**src/design/rrtl_pkg.sv**
```systemverilog
// ---------------------------------------------------------------------------
// rrtl_pkg: shared types and constants for the round-robin target latch
// Operation codes, payload structs and the control/status bundles that
// pass between the controller and the datapath.
// ---------------------------------------------------------------------------
package rrtl_pkg;

	// Default valve count and fixed field widths
	localparam int VALVE_COUNT_DEF = 12;
	localparam int IDX_W           = 4;
	localparam int POS_W           = 8;
	localparam int SLOTS           = 1 << IDX_W;

	// Operation codes
	typedef enum logic [1:0] {
		FUNC_SET   = 2'd0,
		FUNC_CLEAR = 2'd1,
		FUNC_FIND  = 2'd2,
		FUNC_QUERY = 2'd3
	} func_t;

	// Input item
	typedef struct packed {
		func_t              func;
		logic [IDX_W-1:0]   valve_index;
		logic [POS_W-1:0]   position;
		logic [IDX_W-1:0]   start_index;
	} in_item_t;

	// Result item
	typedef struct packed {
		logic               found;
		logic [IDX_W-1:0]   found_valve;
		logic [POS_W-1:0]   found_position;
		logic               is_pending;
	} out_item_t;

	// Controller to datapath commands
	typedef struct packed {
		logic capture;   // latch the accepted item, seed the scan
		logic apply;     // perform set or clear
		logic step;      // advance the scan pointer
		logic hit_take;  // record a hit and read the stored position
		logic miss_take; // record that the scan found nothing
		logic load;      // load the result register
	} cmd_t;

	// Datapath to controller status
	typedef struct packed {
		logic is_find;
		logic hit;
		logic last;
		logic out_free;
	} stat_t;

endpackage

```
**src/design/rrtl_ctrl.sv**
```systemverilog
// ---------------------------------------------------------------------------
// rrtl_ctrl: sequencing state machine
// Accepts one item at a time, runs the one-valve-per-cycle scan for find
// items and hands the result to the output register when it is free.
// ---------------------------------------------------------------------------
module rrtl_ctrl (
	input  logic            clk,
	input  logic            arst_n,
	input  logic            in_valid,
	output logic            in_stall,
	input  rrtl_pkg::stat_t stat,
	output rrtl_pkg::cmd_t  cmd
);

	typedef enum logic [1:0] {
		ST_IDLE,
		ST_EXEC,
		ST_SCAN,
		ST_EMIT
	} state_t;

	state_t state_q;
	logic   in_xfer;

	assign in_stall = (state_q != ST_IDLE);
	assign in_xfer  = in_valid && (state_q == ST_IDLE);

	// Command decode
	always_comb begin
		cmd = '0;
		unique case (state_q)
			ST_IDLE: cmd.capture = in_xfer;
			ST_EXEC: cmd.apply   = !stat.is_find;
			ST_SCAN: begin
				if (stat.hit) begin
					cmd.hit_take = 1'b1;
				end else if (stat.last) begin
					cmd.miss_take = 1'b1;
				end else begin
					cmd.step = 1'b1;
				end
			end
			ST_EMIT: cmd.load = stat.out_free;
			default: cmd = '0;
		endcase
	end

	// State register
	always_ff @(posedge clk or negedge arst_n) begin
		if (!arst_n) begin
			state_q <= ST_IDLE;
		end else begin
			unique case (state_q)
				ST_IDLE: if (in_xfer) state_q <= ST_EXEC;
				ST_EXEC: state_q <= stat.is_find ? ST_SCAN : ST_EMIT;
				ST_SCAN: if (stat.hit || stat.last) state_q <= ST_EMIT;
				ST_EMIT: if (stat.out_free) state_q <= ST_IDLE;
				default: state_q <= ST_IDLE;
			endcase
		end
	end

endmodule

```
**src/design/rrtl_dpath.sv**
```systemverilog
// ---------------------------------------------------------------------------
// rrtl_dpath: pending mask, position store, scan pointer and result register
// Executes the commands of the controller and reports scan status back.
// ---------------------------------------------------------------------------
module rrtl_dpath #(
	parameter int VALVE_COUNT = rrtl_pkg::VALVE_COUNT_DEF
) (
	input  logic                clk,
	input  logic                arst_n,
	input  rrtl_pkg::in_item_t  in_data,
	input  rrtl_pkg::cmd_t      cmd,
	output rrtl_pkg::stat_t     stat,
	output logic                out_valid,
	input  logic                out_stall,
	output rrtl_pkg::out_item_t out_data
);

	localparam int IDX_W = rrtl_pkg::IDX_W;
	localparam int POS_W = rrtl_pkg::POS_W;
	localparam int SLOTS = rrtl_pkg::SLOTS;
	localparam logic [IDX_W-1:0] LAST_IDX = IDX_W'(VALVE_COUNT - 1);

	// Start index reduced modulo the valve count, one constant per code
	logic [IDX_W-1:0] base_lut [SLOTS];
	for (genvar i = 0; i < SLOTS; i++) begin : g_base
		localparam logic [IDX_W-1:0] BASE = IDX_W'(i % VALVE_COUNT);
		assign base_lut[i] = BASE;
	end

	rrtl_pkg::func_t   func_q;
	logic [IDX_W-1:0]  valve_q;
	logic [POS_W-1:0]  pos_q;
	logic [IDX_W-1:0]  cur_q;
	logic [IDX_W-1:0]  steps_q;
	logic              hit_q;
	logic [POS_W-1:0]  rd_q;
	logic [SLOTS-1:0]  mask_q;
	logic [POS_W-1:0]  store [SLOTS];
	logic              out_valid_q;
	rrtl_pkg::out_item_t out_q;
	rrtl_pkg::out_item_t res;
	logic              in_range;
	logic              found;

	assign in_range = {1'b0, valve_q} < (IDX_W+1)'(VALVE_COUNT);

	// Status to the controller
	assign stat.is_find  = (func_q == rrtl_pkg::FUNC_FIND);
	assign stat.hit      = mask_q[cur_q];
	assign stat.last     = (steps_q == LAST_IDX);
	assign stat.out_free = !out_valid_q || !out_stall;

	// Item capture and scan pointer
	always_ff @(posedge clk) begin
		if (cmd.capture) begin
			func_q  <= in_data.func;
			valve_q <= in_data.valve_index;
			pos_q   <= in_data.position;
			cur_q   <= base_lut[in_data.start_index];
			steps_q <= '0;
		end else if (cmd.step) begin
			cur_q   <= (cur_q == LAST_IDX) ? '0 : cur_q + 1'b1;
			steps_q <= steps_q + 1'b1;
		end
		if (cmd.hit_take) begin
			hit_q <= 1'b1;
		end else if (cmd.miss_take) begin
			hit_q <= 1'b0;
		end
	end

	// Pending mask, changed only by set and clear
	always_ff @(posedge clk or negedge arst_n) begin
		if (!arst_n) begin
			mask_q <= '0;
		end else if (cmd.apply && in_range && (func_q == rrtl_pkg::FUNC_SET
			|| func_q == rrtl_pkg::FUNC_CLEAR)) begin
			mask_q[valve_q] <= (func_q == rrtl_pkg::FUNC_SET);
		end
	end

	// Position store, registered read at the scan pointer
	always_ff @(posedge clk) begin
		if (cmd.apply && in_range && func_q == rrtl_pkg::FUNC_SET) begin
			store[valve_q] <= pos_q;
		end
		if (cmd.hit_take) begin
			rd_q <= store[cur_q];
		end
	end

	// Result assembly
	assign found              = (func_q == rrtl_pkg::FUNC_FIND) && hit_q;
	assign res.found          = found;
	assign res.found_valve    = found ? cur_q : '0;
	assign res.found_position = found ? rd_q : '0;
	assign res.is_pending     = (func_q == rrtl_pkg::FUNC_QUERY) && in_range
		&& mask_q[valve_q];

	// Output register
	always_ff @(posedge clk or negedge arst_n) begin
		if (!arst_n) begin
			out_valid_q <= 1'b0;
		end else if (cmd.load) begin
			out_valid_q <= 1'b1;
		end else if (!out_stall) begin
			out_valid_q <= 1'b0;
		end
	end

	always_ff @(posedge clk) begin
		if (cmd.load) begin
			out_q <= res;
		end
	end

	assign out_valid = out_valid_q;
	assign out_data  = out_q;

endmodule

```
**src/design/round_robin_target_latch_core.sv**
```systemverilog
// ---------------------------------------------------------------------------
// round_robin_target_latch_core: pending target latch with round-robin find
// Keeps a pending mark and a target position per valve. Set, clear, find
// and query items each yield one result item.
//
// Channels: in_valid/in_stall/in_data take items, out_valid/out_stall/
// out_data deliver results; a transfer happens when valid is high and stall
// is low. One item is in work at a time; in_stall is high while it is.
// From an input transfer, set, clear and query pass through the execute
// and emit states to out_valid; a find passes through execute, then the
// scan, which checks one valve per cycle from the start index until it
// hits a pending valve or has looked at all of them, then emit. The next
// item is accepted in the cycle after the result is loaded, never before.
// The result sits in an output register: a new item is accepted while it
// waits, and while it holds a result that out_stall keeps, a finished
// item waits before loading.
// Reset clears the pending mask and the output register; stored positions
// are not cleared and are read only after a set has written them.
// ---------------------------------------------------------------------------
module round_robin_target_latch_core #(
	parameter int VALVE_COUNT = rrtl_pkg::VALVE_COUNT_DEF
) (
	input  logic                clk,
	input  logic                arst_n,
	input  logic                in_valid,
	output logic                in_stall,
	input  rrtl_pkg::in_item_t  in_data,
	output logic                out_valid,
	input  logic                out_stall,
	output rrtl_pkg::out_item_t out_data
);

	rrtl_pkg::cmd_t  cmd;
	rrtl_pkg::stat_t stat;

	// Controller
	rrtl_ctrl u_ctrl (
		.clk      (clk),
		.arst_n   (arst_n),
		.in_valid (in_valid),
		.in_stall (in_stall),
		.stat     (stat),
		.cmd      (cmd)
	);

	// Datapath
	rrtl_dpath #(
		.VALVE_COUNT (VALVE_COUNT)
	) u_dpath (
		.clk       (clk),
		.arst_n    (arst_n),
		.in_data   (in_data),
		.cmd       (cmd),
		.stat      (stat),
		.out_valid (out_valid),
		.out_stall (out_stall),
		.out_data  (out_data)
	);

endmodule

```
**config.mk**
```make
export PLATFORM = sky130hd
export DESIGN_NAME = round_robin_target_latch_core
export DESIGN_NICKNAME = d
export VERILOG_FILES = /design/src/design/rrtl_pkg.sv /design/src/design/rrtl_ctrl.sv /design/src/design/rrtl_dpath.sv /design/src/design/round_robin_target_latch_core.sv
export SDC_FILE = /design/constraint.sdc
export NUM_CORES = 1
export LEC_CHECK = 0
export ABC_AREA = 1
export BUFFER_PORTS_ARGS = -buffer_cell sky130_fd_sc_hd__buf_2
export CORE_MARGIN = 10
export CORE_UTILIZATION = 52
export CTS_CLUSTER_DIAMETER = 150
export DETAILED_ROUTE_END_ITERATION = 6
export PLACE_DENSITY = 0.75
export SYNTH_ARGS = -nofsm -noshare
export SYNTH_HDL_FRONTEND = slang
export SYNTH_SLANG_ARGS = --single-unit
export TNS_END_PERCENT = 1
```
**constraint.sdc**
```tcl
create_clock -name clk -period 2 [get_ports clk]
set_input_delay 0.1 -clock clk [delete_from_list [all_inputs] [get_ports clk]]
set_output_delay 0.1 -clock clk [all_outputs]
set_load 0.02 [all_outputs]
```
==> impl_results.md <==
* Core footprint at 14640 um2
* Initial core utilization at 53.57%
* # diodes at 0
* Mux cell area share after synthesis at 0%
* LEAKAGE at 3.563 nW
* DRC at 0
* Worst-margin pin slew at 0.6697 ns
* Unrepaired setup endpoints after global routing: false
* Most frequent cells in the layout: 168 x edfxtp_1, 107 x nor2_1, 89 x nand2_1
* Tmin final at 1.865 ns
* DR iter-0 viols at 415
* Top Ports at 38
* Total grt overflow at 0
* Synth Instances at 660
* Vias in the first global route at 5366
* Endpoints failing hold at 0
* Storage cell area at 5620 um2
* CTS tree: yes
* Required time of the critical path at 2.15 ns
* Fillers at 1140
* Initial antenna violation count at 0
* Slew Limit Fails at 0
* Crit path capture type: flip-flop
* IO Port Bufs at 37
* Cell Pwr Density at 1393 nW/um2
* Arr. time, crit path at 2.01 ns
* Die area at 20400 um2
* Finish-stage setup viols at 0
* ANT nets after route at 0
* WL/cell at 18.11 um
* Clk_lat worst skew at 0.43 ns
* H-tree depth at 4
* Worst-path maximum fanout at 43
* Number of clock sinks at 192
* Clock skew at 0.008590 ns
* CP Launch Type: flip-flop
* WL final at 17440 um
* FF+latch count, synth at 192
* NumNets Final at 794
* Synth Area in XOR/XNOR at 0.4466%
* Vias per std cell at 5.493
* Largest net degree at the start of global routing at 44
* Outcome: finished, final reports clean
* Period utilisation layout at 93.27%
* Distinct cells, synth at 30
* Final RePlAce weighted congestion at 0.8729
* Root buf cell: clkbuf_16
* Area after DPL at 8489 um2
* Via total after detailed routing at 5290
* Syn-to-layout area delta at 17.51%
* Worst-path clk slew at 0.07 ns
* Worst setup path category: flip-flop to flip-flop
* Hold Path Class: input pin to flip-flop
* Final HPWL DP at 11880 um
* Final setup TNS at 0 ns
* Max_cap viols at 0
* Slew HR at 55.35%
* GR Util All Layers at 17.78%
* # rows at 44
* Multi-input gate area at 1969 um2
* Yosys synthesis warning count at 0
* Clock buffer depth at 2
* Layout cells sized above 1 at 14.51%
* Synth Area in Adders at 0.9569%
* Main combinational cell family by area after synthesis: simple AND/OR/NAND/NOR gates
* Mapped cell area at 7845 um2
* Final Cell Area at 9219 um2
* Chip height at 142.8 um
* Max Freq at 536.1 MHz
* Worst VDD drop at 951.7 uV
* Commonest non-fill, non-tap cell in the layout: edfxtp_1
* Num CTS Buffers at 17
* First-pass GRT wire length at 28170 um
* Sequential-to-total area share from yosys stat at 71.64%
* Router iterations before antenna repair at 5
* Width of the die at 142.8 um
* Post-Synth Simple-Gate Area at 12.54%
* Avg Cell Area, Syn at 11.89 um2
* Compound-Gate Fraction of Synth Area at 9.633%
-- layout make-up --
cell class / count / share of cell area, %
Sequential cell: 192 / 60.97
Multi-Input combinational cell: 412 / 21.36
Timing Repair Buffer: 89 / 7.003
Clock buffer: 21 / 4.777
Tap cell: 184 / 2.497
Inverter: 54 / 2.253
Clock inverter: 11 / 1.140
-- what timing repair did --
item | 4_1_cts | 5_1_grt
hold buffers | 18 | 0
gates resized for setup | 0 | 2
setup buffers | 0 | 0
endpoints found under the setup margin | 0 | 16
hold endpoints to repair | 36 | 0
-- cell usage after synthesis --
| cell | n | area share [%] |
|---|---|---|
| a21oi_1 | 3 | 0.19 |
| a22oi_1 | 6 | 0.57 |
| buf_2 | 11 | 0.70 |
| buf_4 | 4 | 0.38 |
| buf_6 | 2 | 0.29 |
| clkbuf_1 | 16 | 0.77 |
| clkinv_1 | 1 | 0.048 |
| clkinv_2 | 1 | 0.064 |
| conb_1 | 1 | 0.048 |
| dfrtp_1 | 19 | 6.1 |
| dfxtp_1 | 5 | 1.3 |
| edfxtp_1 | 168 | 64 |
| ha_1 | 6 | 0.96 |
| inv_1 | 51 | 2.4 |
| inv_2 | 1 | 0.048 |
| nand2_1 | 89 | 4.3 |
| nand2_2 | 5 | 0.40 |
| nand3_1 | 29 | 1.9 |
| nand3_2 | 4 | 0.51 |
| nand4_1 | 2 | 0.16 |
| nor2_1 | 107 | 5.1 |
| nor2_2 | 2 | 0.16 |
| o211ai_1 | 2 | 0.19 |
| o21ai_0 | 86 | 5.5 |
| o221ai_1 | 14 | 1.6 |
| o22ai_1 | 19 | 1.5 |
| o32ai_1 | 1 | 0.11 |
| or2_2 | 1 | 0.080 |
| xnor2_1 | 1 | 0.11 |
| xor2_1 | 3 | 0.33 |
-- sequential cells by signal, indices dropped and copies added (netlist names), 4 cells and up --
name              cells
u_dpath.steps_q       4
u_dpath.store       128
u_dpath.out_data     14
u_dpath.cur_q         4
u_dpath.valve_q       4
u_dpath.mask_q       16
u_dpath.rd_q          8
u_dpath.pos_q         8
-- worst max-delay path: stages (launching register included) --
cell        delay [ns]
edfxtp_1          0.45
buf_12            0.21
nor2_1            0.13
nor2_1            0.06
nand2_1           0.06
nand3_1           0.07
nand3_2           0.13
nand2_1           0.08
nand2_1           0.14
clkinvlp_4        0.22
-- cell families (layout without fill, tap and decap cells) --
group | count (synthesis) | count (layout)
AND/OR/NAND/NOR | 239 | 239
flip-flops | 192 | 192
AO/OA/AOI/OAI | 131 | 131
buffers and inverters | 87 | 175
adder cells (fa/ha/maj) | 6 | 6
XOR/XNOR | 4 | 4
other | 1 | 32
-- worst paths after layout --
kind,from,to,slack (ns),depth (start not counted)
max,u_dpath.cur_q[0],u_dpath.rd_q[6],0.13,9
min,in_data[2],u_dpath.cur_q[2],0.02,3
max reg2reg,u_dpath.cur_q[0],u_dpath.rd_q[6],0.13,9
min reg2reg,u_dpath.mask_q[12],u_dpath.mask_q[12],0.38,0
min in group asynchronous,arst_n,u_dpath.mask_q[15],0.14,2
max in group asynchronous,arst_n,u_dpath.mask_q[1],1.53,2
-- metrics by stage --
| step | util (%) | std cells | hold WS, ns | setup WS (ns) | total power [mW] |
|---|---|---|---|---|---|
| after floorplan | - | 691 | -0.1956 | 0.2152 | 8.296 |
| final | 62.95 | 963 | 0.02092 | 0.1346 | 12.84 |
| after global routing | 62.95 | 963 | 0.04599 | 0.03215 | 13.61 |
| after detailed placement | 57.97 | 913 | 0.07074 | 0.1054 | 9.707 |
| after global placement | 57.97 | 913 | 0.07088 | 0.2377 | 9.519 |
| after CTS | 62.93 | 963 | 0.003359 | 0.1026 | 12.88 |
-- per-layer routing --
metal  part of all wire [%]  up-vias  track usage, %
li1                       -     2494               -
met1                     43     2580           22.92
met2                     48      188           28.81
met3                    6.8       28           3.847
met4                    2.0        0           7.003
met5                      0        -               0
-- report_power, final --
part	internal [mW]	total [mW]	switching (mW)
Sequential	5.13	5.58	0.444
Clock	1.72	3.15	1.43
Combinational	1.40	4.11	2.71
Total	8.26	12.8	4.58
Power figures use the tool's default switching activity.
